==> config.mk <==
export PLATFORM = sky130hd
export DESIGN_NAME = accel_orientation_shake_detector_core
export DESIGN_NICKNAME = d
export VERILOG_FILES = /design/src/rtl/oasd_pkg.sv /design/src/rtl/oasd_front.sv /design/src/rtl/oasd_queue.sv /design/src/rtl/oasd_back.sv /design/src/rtl/accel_orientation_shake_detector_core.sv
export SDC_FILE = /design/constraint.sdc
export NUM_CORES = 2
export LEC_CHECK = 0
export ABC_AREA = 0
export BUFFER_PORTS_ARGS = -buffer_cell sky130_fd_sc_hd__buf_2
export CELL_PAD_IN_SITES_DETAIL_PLACEMENT = 1
export CELL_PAD_IN_SITES_GLOBAL_PLACEMENT = 2
export CORE_MARGIN = 2
export CORE_UTILIZATION = 46
export CTS_CLUSTER_SIZE = 40
export DETAILED_ROUTE_END_ITERATION = 8
export MAX_ROUTING_LAYER = met4
export PLACE_DENSITY_LB_ADDON = 0.12
export REMOVE_ABC_BUFFERS = 1
export SETUP_SLACK_MARGIN = 0.3
export SYNTH_ARGS = -nofsm -noshare
export SYNTH_HDL_FRONTEND = slang
export SYNTH_SLANG_ARGS = --single-unit
==> constraint.sdc <==
create_clock -name clk_i -period 23.1 [get_ports clk_i]
set_clock_uncertainty 0.05 [all_clocks]
set_input_delay 3.465 -clock clk_i [delete_from_list [all_inputs] [get_ports clk_i]]
set_output_delay 3.465 -clock clk_i [all_outputs]
set_load 0.1 [all_outputs]
==> src/rtl/oasd_pkg.sv <==
// Shared types, constants and register map for the orientation and shake detector.
// Used by every module of the block; depends on nothing else.
package oasd_pkg;

  localparam int unsigned ACCEL_WIDTH_DEF = 16;
  localparam int unsigned TIME_WIDTH_DEF  = 48;

  // Work queue between the classifier front end and the state back end.
  localparam int unsigned QDEPTH = 4;
  localparam int unsigned QPTR_W = 2;
  localparam int unsigned QCNT_W = 3;

  localparam int unsigned ADDR_W = 5;
  localparam int unsigned DATA_W = 32;

  localparam logic [14:0] ENTER_RST    = 15'd1536;
  localparam logic [14:0] RELEASE_RST  = 15'd1024;
  localparam logic [3:0]  REQUIRED_RST = 4'd4;
  localparam logic [15:0] JERK_RST     = 16'd3072;
  localparam logic [14:0] GRAV_NOM_RST = 15'd2511;
  localparam logic [14:0] GRAV_ERR_RST = 15'd1152;
  localparam logic [25:0] COOLDOWN_RST = 26'd2000000;

  typedef enum logic [2:0] {
    REG_ENTER    = 3'd0,
    REG_RELEASE  = 3'd1,
    REG_REQUIRED = 3'd2,
    REG_JERK     = 3'd3,
    REG_GRAV_NOM = 3'd4,
    REG_GRAV_ERR = 3'd5,
    REG_COOLDOWN = 3'd6
  } reg_idx_e;

  typedef struct packed {
    logic [14:0] enter_thr;
    logic [14:0] release_thr;
    logic [3:0]  required;
    logic [15:0] jerk_thr;
    logic [14:0] grav_nom;
    logic [14:0] grav_err;
    logic [25:0] cooldown;
  } cfg_t;

  // Per-sample classification handed from the front end to the back end.
  typedef struct packed {
    logic shake_cand;     // jerk and gravity band both say shake
    logic want_left;      // Y below -enter threshold
    logic want_right;     // Y above +enter threshold
    logic below_release;  // |Y| below release threshold
  } cls_t;

  localparam int unsigned CLS_W = $bits(cls_t);

endpackage

==> src/rtl/oasd_front.sv <==
// Front end: accepts samples, keeps the previous sample, computes jerk and
// the squared-magnitude gravity band test, and pushes a classification word.
// Depends on oasd_pkg.
module oasd_front #(
  parameter int unsigned ACCEL_WIDTH = oasd_pkg::ACCEL_WIDTH_DEF,
  parameter int unsigned TIME_WIDTH  = oasd_pkg::TIME_WIDTH_DEF
) (
  input  logic                              clk_i,
  input  logic                              rst_ni,
  input  logic                              in_valid_i,
  output logic                              in_ready_o,
  input  logic signed [ACCEL_WIDTH-1:0]     accel_x_i,
  input  logic signed [ACCEL_WIDTH-1:0]     accel_y_i,
  input  logic signed [ACCEL_WIDTH-1:0]     accel_z_i,
  input  logic [TIME_WIDTH-1:0]             time_us_i,
  input  oasd_pkg::cfg_t                    cfg_i,
  input  logic [oasd_pkg::QCNT_W-1:0]       q_count_i,
  output logic                              push_o,
  output oasd_pkg::cls_t                    push_cls_o,
  output logic [TIME_WIDTH-1:0]             push_time_o
);

  localparam int unsigned AW = ACCEL_WIDTH;
  localparam int unsigned JW = (AW + 3 > 16) ? AW + 3 : 16;
  localparam int unsigned MW = (2 * AW + 2 > 32) ? 2 * AW + 2 : 32;
  localparam int unsigned CW = ((AW > 16) ? AW : 16) + 1;
  localparam int unsigned CNT_SUM_W = oasd_pkg::QCNT_W + 1;

  logic accept;

  logic signed [AW-1:0] prev_x_q, prev_y_q, prev_z_q;
  logic                 have_prev_q;

  logic signed [AW:0] dx, dy, dz;
  logic [AW:0]        adx, ady, adz;
  logic [AW-1:0]      ax, ay, az;
  logic [2*AW-1:0]    sqx, sqy, sqz;
  logic [15:0]        hi;
  logic [14:0]        lo;
  logic [31:0]        hi2;
  logic [29:0]        lo2;
  logic signed [CW-1:0] y_ext, enter_ext;
  logic [CW-1:0]      ay_ext, release_ext;

  logic               s1_v_q;
  logic [AW:0]        s1_adx_q, s1_ady_q, s1_adz_q;
  logic [2*AW-1:0]    s1_sqx_q, s1_sqy_q, s1_sqz_q;
  logic [31:0]        s1_hi2_q;
  logic [29:0]        s1_lo2_q;
  logic               s1_lo_en_q;
  logic               s1_lt_q, s1_gt_q, s1_below_q, s1_have_prev_q;
  logic [TIME_WIDTH-1:0] s1_time_q;

  logic [JW-1:0]      jerk;
  logic [MW-1:0]      mag2;
  logic               outside;

  // Credit check: the queue must hold everything already in flight.
  assign in_ready_o = (CNT_SUM_W'(q_count_i) + CNT_SUM_W'(s1_v_q)) <
                      CNT_SUM_W'(oasd_pkg::QDEPTH);
  assign accept = in_valid_i & in_ready_o;

  always_comb begin
    dx  = {accel_x_i[AW-1], accel_x_i} - {prev_x_q[AW-1], prev_x_q};
    dy  = {accel_y_i[AW-1], accel_y_i} - {prev_y_q[AW-1], prev_y_q};
    dz  = {accel_z_i[AW-1], accel_z_i} - {prev_z_q[AW-1], prev_z_q};
    adx = dx[AW] ? (AW+1)'(-dx) : (AW+1)'(dx);
    ady = dy[AW] ? (AW+1)'(-dy) : (AW+1)'(dy);
    adz = dz[AW] ? (AW+1)'(-dz) : (AW+1)'(dz);
    ax  = accel_x_i[AW-1] ? AW'(-accel_x_i) : AW'(accel_x_i);
    ay  = accel_y_i[AW-1] ? AW'(-accel_y_i) : AW'(accel_y_i);
    az  = accel_z_i[AW-1] ? AW'(-accel_z_i) : AW'(accel_z_i);
    sqx = ax * ax;
    sqy = ay * ay;
    sqz = az * az;
    hi  = {1'b0, cfg_i.grav_nom} + {1'b0, cfg_i.grav_err};
    lo  = cfg_i.grav_nom - cfg_i.grav_err;
    hi2 = hi * hi;
    lo2 = lo * lo;
    y_ext       = CW'(accel_y_i);
    enter_ext   = signed'({(CW-15)'(0), cfg_i.enter_thr});
    ay_ext      = {(CW-AW)'(0), ay};
    release_ext = {(CW-15)'(0), cfg_i.release_thr};
  end

  always_ff @(posedge clk_i or negedge rst_ni) begin
    if (!rst_ni) begin
      s1_v_q      <= 1'b0;
      have_prev_q <= 1'b0;
      prev_x_q    <= '0;
      prev_y_q    <= '0;
      prev_z_q    <= '0;
    end else begin
      s1_v_q <= accept;
      if (accept) begin
        have_prev_q <= 1'b1;
        prev_x_q    <= accel_x_i;
        prev_y_q    <= accel_y_i;
        prev_z_q    <= accel_z_i;
      end
    end
  end

  always_ff @(posedge clk_i) begin
    if (accept) begin
      s1_adx_q       <= adx;
      s1_ady_q       <= ady;
      s1_adz_q       <= adz;
      s1_sqx_q       <= sqx;
      s1_sqy_q       <= sqy;
      s1_sqz_q       <= sqz;
      s1_hi2_q       <= hi2;
      s1_lo2_q       <= lo2;
      s1_lo_en_q     <= cfg_i.grav_err < cfg_i.grav_nom;
      s1_lt_q        <= y_ext < -enter_ext;
      s1_gt_q        <= y_ext > enter_ext;
      s1_below_q     <= ay_ext < release_ext;
      s1_have_prev_q <= have_prev_q;
      s1_time_q      <= time_us_i;
    end
  end

  always_comb begin
    jerk    = JW'(s1_adx_q) + JW'(s1_ady_q) + JW'(s1_adz_q);
    mag2    = MW'(s1_sqx_q) + MW'(s1_sqy_q) + MW'(s1_sqz_q);
    outside = (mag2 > MW'(s1_hi2_q)) || (s1_lo_en_q && (mag2 < MW'(s1_lo2_q)));
    push_cls_o.shake_cand    = s1_have_prev_q && (jerk > JW'(cfg_i.jerk_thr)) && outside;
    push_cls_o.want_left     = s1_lt_q;
    push_cls_o.want_right    = s1_gt_q;
    push_cls_o.below_release = s1_below_q;
  end

  assign push_o      = s1_v_q;
  assign push_time_o = s1_time_q;

endmodule

==> src/rtl/oasd_queue.sv <==
// Short FIFO of classification words between the front end and the back end.
// Depends on oasd_pkg for depth and pointer widths.
module oasd_queue #(
  parameter int unsigned WORD_W = oasd_pkg::CLS_W + oasd_pkg::TIME_WIDTH_DEF
) (
  input  logic                        clk_i,
  input  logic                        rst_ni,
  input  logic                        push_i,
  input  logic [WORD_W-1:0]           data_i,
  input  logic                        pop_i,
  output logic [WORD_W-1:0]           data_o,
  output logic [oasd_pkg::QCNT_W-1:0] count_o
);

  logic [WORD_W-1:0]           entry_q [oasd_pkg::QDEPTH];
  logic [oasd_pkg::QPTR_W-1:0] wr_ptr_q, rd_ptr_q;
  logic [oasd_pkg::QCNT_W-1:0] count_q;

  always_ff @(posedge clk_i or negedge rst_ni) begin
    if (!rst_ni) begin
      wr_ptr_q <= '0;
      rd_ptr_q <= '0;
      count_q  <= '0;
    end else begin
      if (push_i) wr_ptr_q <= wr_ptr_q + 1'b1;
      if (pop_i)  rd_ptr_q <= rd_ptr_q + 1'b1;
      unique case ({push_i, pop_i})
        2'b10:   count_q <= count_q + 1'b1;
        2'b01:   count_q <= count_q - 1'b1;
        default: count_q <= count_q;
      endcase
    end
  end

  always_ff @(posedge clk_i) begin
    if (push_i) entry_q[wr_ptr_q] <= data_i;
  end

  assign data_o  = entry_q[rd_ptr_q];
  assign count_o = count_q;

endmodule

==> src/rtl/oasd_back.sv <==
// Back end: applies the shake cooldown and the landscape confirmation logic
// to queued classification words and holds the result word. Depends on oasd_pkg.
module oasd_back #(
  parameter int unsigned TIME_WIDTH = oasd_pkg::TIME_WIDTH_DEF
) (
  input  logic                        clk_i,
  input  logic                        rst_ni,
  input  oasd_pkg::cfg_t              cfg_i,
  input  logic [oasd_pkg::QCNT_W-1:0] q_count_i,
  input  oasd_pkg::cls_t              head_cls_i,
  input  logic [TIME_WIDTH-1:0]       head_time_i,
  output logic                        pop_o,
  output logic                        out_valid_o,
  input  logic                        out_ready_i,
  output logic                        shake_o,
  output logic                        changed_o,
  output logic                        rotation_o
);

  logic                  last_valid_unused;
  logic [TIME_WIDTH-1:0] last_shake_q, elapsed;
  logic                  cur_q, cur_d, pend_q, pend_d;
  logic [3:0]            cnt_q, cnt_d, cnt_inc;
  logic                  wanted, shaken, changed;
  logic                  out_v_q, shake_q, changed_q;
  logic                  fire;

  assign last_valid_unused = 1'b0;
  assign fire    = (q_count_i != '0) && (!out_v_q || out_ready_i);
  assign pop_o   = fire;
  assign elapsed = head_time_i - last_shake_q;
  assign shaken  = head_cls_i.shake_cand &&
                   (elapsed > TIME_WIDTH'(cfg_i.cooldown)) && !last_valid_unused;

  always_comb begin
    cur_d   = cur_q;
    pend_d  = pend_q;
    cnt_d   = cnt_q;
    changed = 1'b0;
    cnt_inc = cnt_q + 4'd1;
    wanted  = cur_q;
    if (head_cls_i.want_left) begin
      wanted = 1'b0;
    end else if (head_cls_i.want_right) begin
      wanted = 1'b1;
    end
    if (shaken) begin
      pend_d = cur_q;
      cnt_d  = '0;
    end else if (head_cls_i.below_release || wanted == cur_q) begin
      pend_d = cur_q;
      cnt_d  = '0;
    end else if (wanted != pend_q) begin
      pend_d = wanted;
      cnt_d  = 4'd1;
    end else begin
      cnt_d = cnt_inc;
      if (cnt_inc >= cfg_i.required) begin
        changed = cur_q != pend_q;
        cur_d   = pend_q;
        cnt_d   = '0;
      end
    end
  end

  always_ff @(posedge clk_i or negedge rst_ni) begin
    if (!rst_ni) begin
      last_shake_q <= '0;
      cur_q        <= 1'b0;
      pend_q       <= 1'b0;
      cnt_q        <= '0;
      out_v_q      <= 1'b0;
      shake_q      <= 1'b0;
      changed_q    <= 1'b0;
    end else if (fire) begin
      if (shaken) last_shake_q <= head_time_i;
      cur_q     <= cur_d;
      pend_q    <= pend_d;
      cnt_q     <= cnt_d;
      out_v_q   <= 1'b1;
      shake_q   <= shaken;
      changed_q <= changed;
    end else if (out_ready_i) begin
      out_v_q <= 1'b0;
    end
  end

  assign out_valid_o = out_v_q;
  assign shake_o     = shake_q;
  assign changed_o   = changed_q;
  assign rotation_o  = cur_q;

endmodule

==> src/rtl/accel_orientation_shake_detector_core.sv <==
// Orientation and shake detector top level: APB register file, front end,
// work queue and back end. Depends on oasd_pkg, oasd_front, oasd_queue, oasd_back.
// Path from the edge that accepts a sample word to result word valid: classify
// register at that edge, then queue write, then result register.
// Throughput: one word per cycle while the result side does not stall, set by the
// back end state update that retires one queue entry a cycle when it may fire.
// Reset: asynchronous active low; registers return to their defaults.
module accel_orientation_shake_detector_core #(
  parameter int unsigned ACCEL_WIDTH = oasd_pkg::ACCEL_WIDTH_DEF,
  parameter int unsigned TIME_WIDTH  = oasd_pkg::TIME_WIDTH_DEF
) (
  input  logic                          clk_i,
  input  logic                          rst_ni,
  // APB configuration port
  input  logic                          psel,
  input  logic                          penable,
  input  logic                          pwrite,
  input  logic [oasd_pkg::ADDR_W-1:0]   paddr,
  input  logic [oasd_pkg::DATA_W-1:0]   pwdata,
  output logic [oasd_pkg::DATA_W-1:0]   prdata,
  output logic                          pready,
  // Sample channel
  input  logic                          in_valid_i,
  output logic                          in_ready_o,
  input  logic signed [ACCEL_WIDTH-1:0] accel_x_i,
  input  logic signed [ACCEL_WIDTH-1:0] accel_y_i,
  input  logic signed [ACCEL_WIDTH-1:0] accel_z_i,
  input  logic [TIME_WIDTH-1:0]         time_us_i,
  // Result channel
  output logic                          out_valid_o,
  input  logic                          out_ready_i,
  output logic                          shake_detected_o,
  output logic                          rotation_changed_o,
  output logic                          rotation_o
);

  localparam int unsigned WORD_W = oasd_pkg::CLS_W + TIME_WIDTH;

  oasd_pkg::cfg_t              cfg_q;
  oasd_pkg::reg_idx_e          reg_idx;
  logic                        cfg_wr;

  logic                        q_push, q_pop;
  oasd_pkg::cls_t              push_cls, head_cls;
  logic [TIME_WIDTH-1:0]       push_time, head_time;
  logic [WORD_W-1:0]           head_word;
  logic [oasd_pkg::QCNT_W-1:0] q_count;

  // ---------------------------------------------------------------------
  // Register file. Writes land on the access phase; reads are zero-extended.
  // ---------------------------------------------------------------------
  assign pready  = 1'b1;
  assign cfg_wr  = psel & penable & pwrite;
  assign reg_idx = oasd_pkg::reg_idx_e'(paddr[4:2]);

  always_ff @(posedge clk_i or negedge rst_ni) begin
    if (!rst_ni) begin
      cfg_q.enter_thr   <= oasd_pkg::ENTER_RST;
      cfg_q.release_thr <= oasd_pkg::RELEASE_RST;
      cfg_q.required    <= oasd_pkg::REQUIRED_RST;
      cfg_q.jerk_thr    <= oasd_pkg::JERK_RST;
      cfg_q.grav_nom    <= oasd_pkg::GRAV_NOM_RST;
      cfg_q.grav_err    <= oasd_pkg::GRAV_ERR_RST;
      cfg_q.cooldown    <= oasd_pkg::COOLDOWN_RST;
    end else if (cfg_wr) begin
      unique case (reg_idx)
        oasd_pkg::REG_ENTER:    cfg_q.enter_thr   <= pwdata[14:0];
        oasd_pkg::REG_RELEASE:  cfg_q.release_thr <= pwdata[14:0];
        oasd_pkg::REG_REQUIRED: cfg_q.required    <= pwdata[3:0];
        oasd_pkg::REG_JERK:     cfg_q.jerk_thr    <= pwdata[15:0];
        oasd_pkg::REG_GRAV_NOM: cfg_q.grav_nom    <= pwdata[14:0];
        oasd_pkg::REG_GRAV_ERR: cfg_q.grav_err    <= pwdata[14:0];
        oasd_pkg::REG_COOLDOWN: cfg_q.cooldown    <= pwdata[25:0];
        default: ;  // hole in the map: drop the write
      endcase
    end
  end

  always_comb begin
    unique case (reg_idx)
      oasd_pkg::REG_ENTER:    prdata = {17'd0, cfg_q.enter_thr};
      oasd_pkg::REG_RELEASE:  prdata = {17'd0, cfg_q.release_thr};
      oasd_pkg::REG_REQUIRED: prdata = {28'd0, cfg_q.required};
      oasd_pkg::REG_JERK:     prdata = {16'd0, cfg_q.jerk_thr};
      oasd_pkg::REG_GRAV_NOM: prdata = {17'd0, cfg_q.grav_nom};
      oasd_pkg::REG_GRAV_ERR: prdata = {17'd0, cfg_q.grav_err};
      oasd_pkg::REG_COOLDOWN: prdata = {6'd0, cfg_q.cooldown};
      default:                prdata = '0;
    endcase
  end

  // ---------------------------------------------------------------------
  // Front end: classify each sample; it only takes a word when the queue
  // has room for it plus the one in its register stage.
  // ---------------------------------------------------------------------
  oasd_front #(
    .ACCEL_WIDTH (ACCEL_WIDTH),
    .TIME_WIDTH  (TIME_WIDTH)
  ) u_front (
    .clk_i       (clk_i),
    .rst_ni      (rst_ni),
    .in_valid_i  (in_valid_i),
    .in_ready_o  (in_ready_o),
    .accel_x_i   (accel_x_i),
    .accel_y_i   (accel_y_i),
    .accel_z_i   (accel_z_i),
    .time_us_i   (time_us_i),
    .cfg_i       (cfg_q),
    .q_count_i   (q_count),
    .push_o      (q_push),
    .push_cls_o  (push_cls),
    .push_time_o (push_time)
  );

  // Decouple classification from the stateful back end.
  oasd_queue #(
    .WORD_W (WORD_W)
  ) u_queue (
    .clk_i   (clk_i),
    .rst_ni  (rst_ni),
    .push_i  (q_push),
    .data_i  ({push_cls, push_time}),
    .pop_i   (q_pop),
    .data_o  (head_word),
    .count_o (q_count)
  );

  assign head_cls  = oasd_pkg::cls_t'(head_word[WORD_W-1:TIME_WIDTH]);
  assign head_time = head_word[TIME_WIDTH-1:0];

  // Back end: cooldown, hysteresis and confirmation; holds the result word
  // while the consumer stalls.
  oasd_back #(
    .TIME_WIDTH (TIME_WIDTH)
  ) u_back (
    .clk_i       (clk_i),
    .rst_ni      (rst_ni),
    .cfg_i       (cfg_q),
    .q_count_i   (q_count),
    .head_cls_i  (head_cls),
    .head_time_i (head_time),
    .pop_o       (q_pop),
    .out_valid_o (out_valid_o),
    .out_ready_i (out_ready_i),
    .shake_o     (shake_detected_o),
    .changed_o   (rotation_changed_o),
    .rotation_o  (rotation_o)
  );

`ifndef ASSERT_OFF
  a_queue_bound: assert property (@(posedge clk_i) disable iff (!rst_ni)
    q_count <= oasd_pkg::QCNT_W'(oasd_pkg::QDEPTH))
    else $error("work queue over its depth");

  a_pop_nonempty: assert property (@(posedge clk_i) disable iff (!rst_ni)
    q_pop |-> (q_count != '0))
    else $error("back end retired from an empty queue");

  a_shake_no_rotate: assert property (@(posedge clk_i) disable iff (!rst_ni)
    out_valid_o |-> !(shake_detected_o && rotation_changed_o))
    else $error("shake word also commits a rotation");

  a_no_push_on_full: assert property (@(posedge clk_i) disable iff (!rst_ni)
    (q_count == oasd_pkg::QCNT_W'(oasd_pkg::QDEPTH)) |-> (!q_push || q_pop))
    else $error("push into a full work queue");
`endif

endmodule

# After elaboration in Yosys (flattened, before gate mapping)
# Memories as Yosys holds them, arrays and structs flattened.
# Cells that the tools add are included.
# word_totals
register_bits,482
ram_bits,208
in_bits,140
output_inout_bits,38
word_cells,144
mem_count,1
# mem_list
memory,words,word_bits,rd,rd_clocked_by_memory_dff,write_ports,line_no,source
u_queue.entry_q,4,52,1,0,1,oasd_queue.sv:15,logic [WORD_W-1:0] entry_q [oasd_pkg::QDEPTH];
# classes
add_sub_neg,23
mul,5
magnitude_cmp,10
n_eq_ne,11
mux,25
n_bitwise,6
n_reduce_logical,24
# ops
cell,n
case mux 26 bit (7 select lines),1
multiplier 16 x 16 -> 32 bit,4
two-way mux 16 bit,6
negation 17 bit,3
subtractor 16 x 16 -> 17 bit,3
greater-than comparator 48 x 26 -> 1 bit,1
negation 16 bit,3
subtractor 48 bit,1
adder 34 x 32 -> 34 bit,1
greater-than comparator 34 x 32 -> 1 bit,1
< comparator 34 x 30 -> 1 bit,1
adder 32 x 32 -> 33 bit,1
multiplier 15 x 15 -> 30 bit,1
adder 19 x 17 -> 19 bit,1
greater-than comparator 19 x 16 -> 1 bit,1
adder 17 x 17 -> 18 bit,1
AND reduction 2 bit,9
< comparator 16 x 17 -> 1 bit,1
negation 15 -> 17 bit,1
adder 15 x 15 -> 16 bit,1
greater-than comparator 16 bit,1
< comparator 16 x 15 -> 1 bit,1
two-way mux 4 bit,4
< comparator 15 bit,1
other kinds (26),55

# Longest topological paths before layout
# An unclocked memory read counts as a cell.
# depth
ltp_word,7
mapped_depth,38
ltp_nobuf,38

# Modules after synthesis
# A second synthesis with hierarchy kept.
# unflattened
hier_cells,7424
area_unflattened_um2,74742.9
# by_module_without_submodules
module,n_inst,cells_per_inst,area_per_inst_um2,seq_area_each_um2
oasd_front,1,5976,55482.0,8938.6
oasd_queue,1,306,7957.6,6421.2
oasd_back,1,779,6306.0,1426.4
accel_orientation_shake_detector_core,1,363,4997.3,2681.3

# Worst setup path before layout
# Ideal clock, no wire load.
# synth_path
path_kind,input port to flip-flop
start,input port in_valid_i
end,"register u_front.s1_v_q, in the netlist u_front.push_o"
setup_ps,899
arrival_ps,11079
required_time_ps,22151
path_slack_ps,11071
path_stages,4
path_buffers,2
cell_sequence,nand2_1 inv_1 clkbuf_1 clkbuf_1
# synth_via
elab_chain_len,1
# synth_lines
element,line_no,source
"start, declared",accel_orientation_shake_detector_core.sv:23,"input logic in_valid_i,"
bitwise AND 1 bit,oasd_front.sv:61,assign accept = in_valid_i & in_ready_o;
named net u_front.accept,oasd_front.sv:29,logic accept;
"end signal, assigned",oasd_front.sv:94,s1_v_q <= accept;
"end, declared",oasd_front.sv:45,logic s1_v_q;
# The timed path passes the listed nets, and every way through them passes these cells.
# A chain may end at the register's enable or synchronous reset.

# Worst setup path after layout
# layout_path
start,input port accel_z_i[6]
end,"register u_front.s1_sqz_q[31], data pin"
# layout_via
elab_chain_len,3
# layout_lines
element,line_no,source
"start, declared",accel_orientation_shake_detector_core.sv:27,"input logic signed [ACCEL_WIDTH-1:0] accel_z_i,"
negation 16 bit,oasd_front.sv:72,az = accel_z_i[AW-1] ? AW'(-accel_z_i) : AW'(accel_z_i);
two-way mux 16 bit (*),oasd_front.sv:72,
multiplier 16 x 16 -> 32 bit (*),oasd_front.sv:75,sqz = az * az;
named net u_front.sqz[31],oasd_front.sv:37,"logic [2*AW-1:0] sqx, sqy, sqz;"
"end signal, assigned",oasd_front.sv:111,s1_sqz_q <= sqz;
"end, declared",oasd_front.sv:47,"logic [2*AW-1:0] s1_sqx_q, s1_sqy_q, s1_sqz_q;"
# The timed path passes the listed nets; every way through them passes the cells marked *.

==> flow_summary.html <==
<table>
<tr><th>Metric</th><th>Value</th></tr>
<tr><th colspan="2">Critical path</th></tr>
<tr><td>Worst setup EP type</td><td>register</td></tr>
<tr><td>Worst-path fanout max</td><td>9</td></tr>
<tr><td>Critical path's largest stage delay</td><td>between 0.7 and 0.8 ns</td></tr>
<tr><td>Data required time at the worst endpoint</td><td>approximately 23 ns</td></tr>
<tr><td>Worst path arrival time</td><td>12.37 ns</td></tr>
<tr><td>Slowest cell on the critical path</td><td>sky130_fd_sc_hd__xor2_1</td></tr>
<tr><td>Critical path class</td><td>in2reg</td></tr>
<tr><td>Worst R2R Path Depth</td><td>35</td></tr>
<tr><td>Cell with the most instances on the worst path</td><td>sky130_fd_sc_hd__fa_1</td></tr>
<tr><td>Startpoint Class</td><td>primary input</td></tr>
<tr><th colspan="2">Global routing</th></tr>
<tr><td>Wire length of the first global-routing pass</td><td>334000 um</td></tr>
<tr><td>Via count of the first global-routing pass</td><td>58.6k</td></tr>
<tr><td>Antenna violations before repair</td><td>6</td></tr>
<tr><td>Global-route congestion overflow total</td><td>0</td></tr>
<tr><td>Tot GR Track Use</td><td>a little over a quarter</td></tr>
<tr><td>Largest net degree at the start of global routing</td><td>164</td></tr>
<tr><th colspan="2">Min path</th></tr>
<tr><td>Class of the worst hold path</td><td>reg2reg</td></tr>
<tr><td>Number of stages on the worst hold path</td><td>1</td></tr>
<tr><th colspan="2">Detailed routing</th></tr>
<tr><td>Routed wire per std cell</td><td>between 20 and 25 um</td></tr>
<tr><td>Vias per std cell</td><td>~5.3</td></tr>
<tr><td>Overall routed net length</td><td>approximately 210000 um</td></tr>
<tr><td>Detailed route wirelength on metal2</td><td>~100000 um</td></tr>
<tr><td>1st-pass router iterations</td><td>5</td></tr>
<tr><td># DRC</td><td>0</td></tr>
<tr><td>Wire length on met1</td><td>between 90000 and 100000 um</td></tr>
<tr><td>Total via count after detailed routing</td><td>around 53k</td></tr>
<tr><td>Antenna-violating nets left</td><td>0</td></tr>
<tr><td>Met3 routed wirelength</td><td>about 7600 um</td></tr>
<tr><td>DRC marker count from the first detailed-route iteration</td><td>~2.6k</td></tr>
<tr><td>Highest routed metal layer</td><td>met4</td></tr>
<tr><th colspan="2">CTS</th></tr>
<tr><td>Clock Tree Buf Depth</td><td>3</td></tr>
<tr><td>Number of buffers inserted during clock tree synthesis</td><td>79</td></tr>
<tr><td>Worst-Skew Late Latency</td><td>0.72 ns</td></tr>
<tr><td>Number of buffers added for setup after CTS</td><td>0</td></tr>
<tr><td>Post-cts hold buffer count</td><td>0</td></tr>
<tr><td>Clock sinks</td><td>684</td></tr>
<tr><td>CTS root buffer</td><td>sky130_fd_sc_hd__clkbuf_16</td></tr>
<tr><td>Cells resized by post-CTS repair</td><td>0</td></tr>
<tr><td>Clock-pin slew reported for the worst setup and hold paths after clock tree synthesis</td><td>0.07 ns</td></tr>
<tr><td>H-tree depth</td><td>3</td></tr>
<tr><td>TritonCTS clock tree</td><td>done</td></tr>
<tr><th colspan="2">STA</th></tr>
<tr><td>Final Hold Fails</td><td>0</td></tr>
<tr><td>Post-layout min period</td><td>about 12 ns</td></tr>
<tr><td>Worst-case setup margin in the final layout</td><td>~11 ns</td></tr>
<tr><td>Worst slew margin relative to its limit</td><td>between 10% and 20%</td></tr>
<tr><td>Final cycle utilization of the critical path</td><td>51.9%</td></tr>
<tr><td>RSZ-0062 raised after global routing</td><td>no</td></tr>
<tr><td>Worst-margin pin slew</td><td>1.29 ns</td></tr>
<tr><td>Summed negative setup slack over all endpoints</td><td>0 ns</td></tr>
<tr><td>Highest clock frequency the design can meet</td><td>83.4 MHz</td></tr>
<tr><td>Final Setup Violations</td><td>0</td></tr>
<tr><td>Count of final max-slew check failures</td><td>0</td></tr>
<tr><th colspan="2">Logic synthesis</th></tr>
<tr><td>Cell area after technology mapping</td><td>~0.074 sq mm</td></tr>
<tr><td>Cells after synthesis</td><td>roughly 7.5k</td></tr>
<tr><td>Cell type with the highest aggregate area in the netlist</td><td>sky130_fd_sc_hd__fa_1</td></tr>
<tr><td>Fraction of registers with async set/reset</td><td>between 30% and 40%</td></tr>
<tr><td>Mapped Avg Cell Area</td><td>around 9.8 sq um</td></tr>
<tr><td>Number of library cell types mapped by synthesis</td><td>between 90 and 100</td></tr>
<tr><td>Yosys warnings</td><td>0</td></tr>
<tr><td>Fraction of synthesized cell area taken by the top area cell type</td><td>21.9%</td></tr>
<tr><td>Prevailing post-synth register cell</td><td>sky130_fd_sc_hd__edfxtp_1</td></tr>
<tr><td>Main combinational cell family by area after synthesis</td><td>adder cells</td></tr>
<tr><td>Complex-gate fraction of the synthesized area</td><td>10.0%</td></tr>
<tr><td>Post-synthesis sequential element count</td><td>around 700</td></tr>
<tr><td>Number of enable flip-flop cells after synthesis</td><td>464</td></tr>
<tr><td>Multiplexer share of the synthesized area</td><td>3.23%</td></tr>
<tr><td>Simple-gate share of the synthesized area</td><td>between 10% and 20%</td></tr>
<tr><td>Area share of xor/xnor cells in the synthesized design</td><td>5.04%</td></tr>
<tr><td>Proportion of synthesized chip area in sequential cells</td><td>26.3%</td></tr>
<tr><td>Post-synthesis adder-cell area fraction</td><td>a little over a third</td></tr>
<tr><td>Leading post-synthesis cells by cell area</td><td>sky130_fd_sc_hd__fa_1 22%, sky130_fd_sc_hd__edfxtp_1 19%, sky130_fd_sc_hd__ha_1 14%</td></tr>
<tr><th colspan="2">Floorplanning</th></tr>
<tr><td>Overall die width</td><td>405 um</td></tr>
<tr><td>Die Area</td><td>approximately 0.16 sq mm</td></tr>
<tr><td>Count of pins on the block boundary</td><td>around 180</td></tr>
<tr><td>Die Y-Extent</td><td>405 um</td></tr>
<tr><td>Std cell rows</td><td>roughly 150</td></tr>
<tr><td>Initial core utilization</td><td>~46%</td></tr>
<tr><td>Area of the core region</td><td>0.160 sq mm</td></tr>
<tr><th colspan="2">Placed design</th></tr>
<tr><td>Detailed placement HPWL</td><td>about 170000 um</td></tr>
<tr><td>Count of input and output buffers</td><td>162</td></tr>
<tr><td>Setup slack after placement</td><td>around 10 ns</td></tr>
<tr><td>Routability congestion estimate</td><td>between 0.8 and 0.9</td></tr>
<tr><th colspan="2">Layout</th></tr>
<tr><td>Finished Core Util</td><td>between 50% and 60%</td></tr>
<tr><td>Synth-to-Final Area Change</td><td>8.92%</td></tr>
<tr><td>Count of fill cells added during filler insertion</td><td>between 15k and 20k</td></tr>
<tr><td>Nets</td><td>9546</td></tr>
<tr><td>Proportion of layout cells with a drive suffix above 1</td><td>under 10%</td></tr>
<tr><th colspan="2">Flow run</th></tr>
<tr><td>Count of max-cap constraint violations</td><td>0</td></tr>
<tr><th colspan="2">Outcome</th></tr>
<tr><td>Outcome</td><td>finished, final reports clean</td></tr>
</table>
final timing paths:
check | start | to | slack [ns]
max reg2reg | cfg_q[27] | u_front.s1_lo2_q[28] | 12.48
min reg2reg | u_front.have_prev_q | u_front.have_prev_q | 0.42
max in group asynchronous | rst_ni | u_queue.rd_ptr_q[0] | 18.71
min | u_front.have_prev_q | u_front.have_prev_q | 0.42
min in group asynchronous | rst_ni | cfg_q[25] | 2.77
max | accel_z_i[6] | u_front.s1_sqz_q[31] | 11.11
cells by family (layout without fill, tap and decap cells):
logic type,count (synthesis),in the layout
buf+inv,1741,1977
simple gates,1696,1696
fa+ha+maj,1660,1660
compound gates,1169,1169
flops,684,684
xor+xnor,425,425
mux,159,159
other cells,2,47
layout make-up:
| type | count | area, sq um | share of cell area (%) |
|---|---|---|---|
| inverter | 1587 | 5960 | 7.39 |
| antenna | 4 | 10.0 | 0.0124 |
| sequential | 684 | 19500 | 24.1 |
| clock inverter | 51 | 703 | 0.871 |
| multi-input combinational | 5152 | 48200 | 59.8 |
| timing repair buffer | 242 | 1430 | 1.78 |
| clock buffer | 97 | 2170 | 2.69 |
| tap | 2160 | 2700 | 3.35 |
registers in the layout (all words and copies together), names as in the netlist, 17 cells and up:
register             cells
u_queue.entry_q        208
cfg_q                  106
u_back.last_shake_q     48
u_front.push_time_o     48
u_front.s1_hi2_q        31
u_front.s1_sqx_q        31
u_front.s1_sqy_q        31
u_front.s1_sqz_q        31
u_front.s1_lo2_q        28
u_front.s1_adx_q        17
u_front.s1_ady_q        17
u_front.s1_adz_q        17
layout by cell type, fill, tap and decap left out, types with 125 or more instances in the layout:
cell type and instances:
sky130_fd_sc_hd__xnor2_1 290, sky130_fd_sc_hd__a21oi_1 297, sky130_fd_sc_hd__a21o_1 125, sky130_fd_sc_hd__edfxtp_1 464
sky130_fd_sc_hd__inv_1 1556, sky130_fd_sc_hd__o21ai_0 328, sky130_fd_sc_hd__nand2_1 589, sky130_fd_sc_hd__fa_1 809
sky130_fd_sc_hd__dfrtp_1 195, sky130_fd_sc_hd__xor2_1 132, sky130_fd_sc_hd__nor2_1 573, sky130_fd_sc_hd__buf_2 161
sky130_fd_sc_hd__ha_1 851
per-layer routing:
layer  up-vias  GRT usage (%)
met4         0           7.53
met5         -              -
li1      25068              -
met2       788           45.0
met1     27128           35.2
met3       248           2.85
synthesized netlist by cell type (57+ instances only):
master and instances:
sky130_fd_sc_hd__edfxtp_1 464, sky130_fd_sc_hd__inv_1 1557, sky130_fd_sc_hd__nand2_1 589, sky130_fd_sc_hd__ha_1 851
sky130_fd_sc_hd__o21ai_0 328, sky130_fd_sc_hd__xor2_1 133, sky130_fd_sc_hd__a21oi_1 297, sky130_fd_sc_hd__nor3_1 95
sky130_fd_sc_hd__fa_1 809, sky130_fd_sc_hd__nor2_1 575, sky130_fd_sc_hd__clkbuf_1 131, sky130_fd_sc_hd__dfrtp_1 197
sky130_fd_sc_hd__a21o_1 125, sky130_fd_sc_hd__nand3_1 64, sky130_fd_sc_hd__mux2_2 79, sky130_fd_sc_hd__xnor2_1 291
sky130_fd_sc_hd__nor2b_1 57
worst max-delay path: cells and delay by family:
kind	cells	cell delay (ns)
fa+ha+maj	7	3.30
compound gates	9	1.87
simple gates	6	1.78
buf+inv	7	1.11
xor+xnor	2	0.83
per-stage QoR:
stage                     area [sq um]  cells  hold slack (ns)
final                            80700   9977            0.419
after global routing             80700   9975            0.431
after global placement           77800   9825            0.378
after floorplan                  73600   7423            0.366
after detailed placement         77800   9825            0.386
after CTS                        80700   9973            0.405
Power is not shown: default switching activity piles up to over one toggle a cycle in this logic, so the estimate is an artifact.
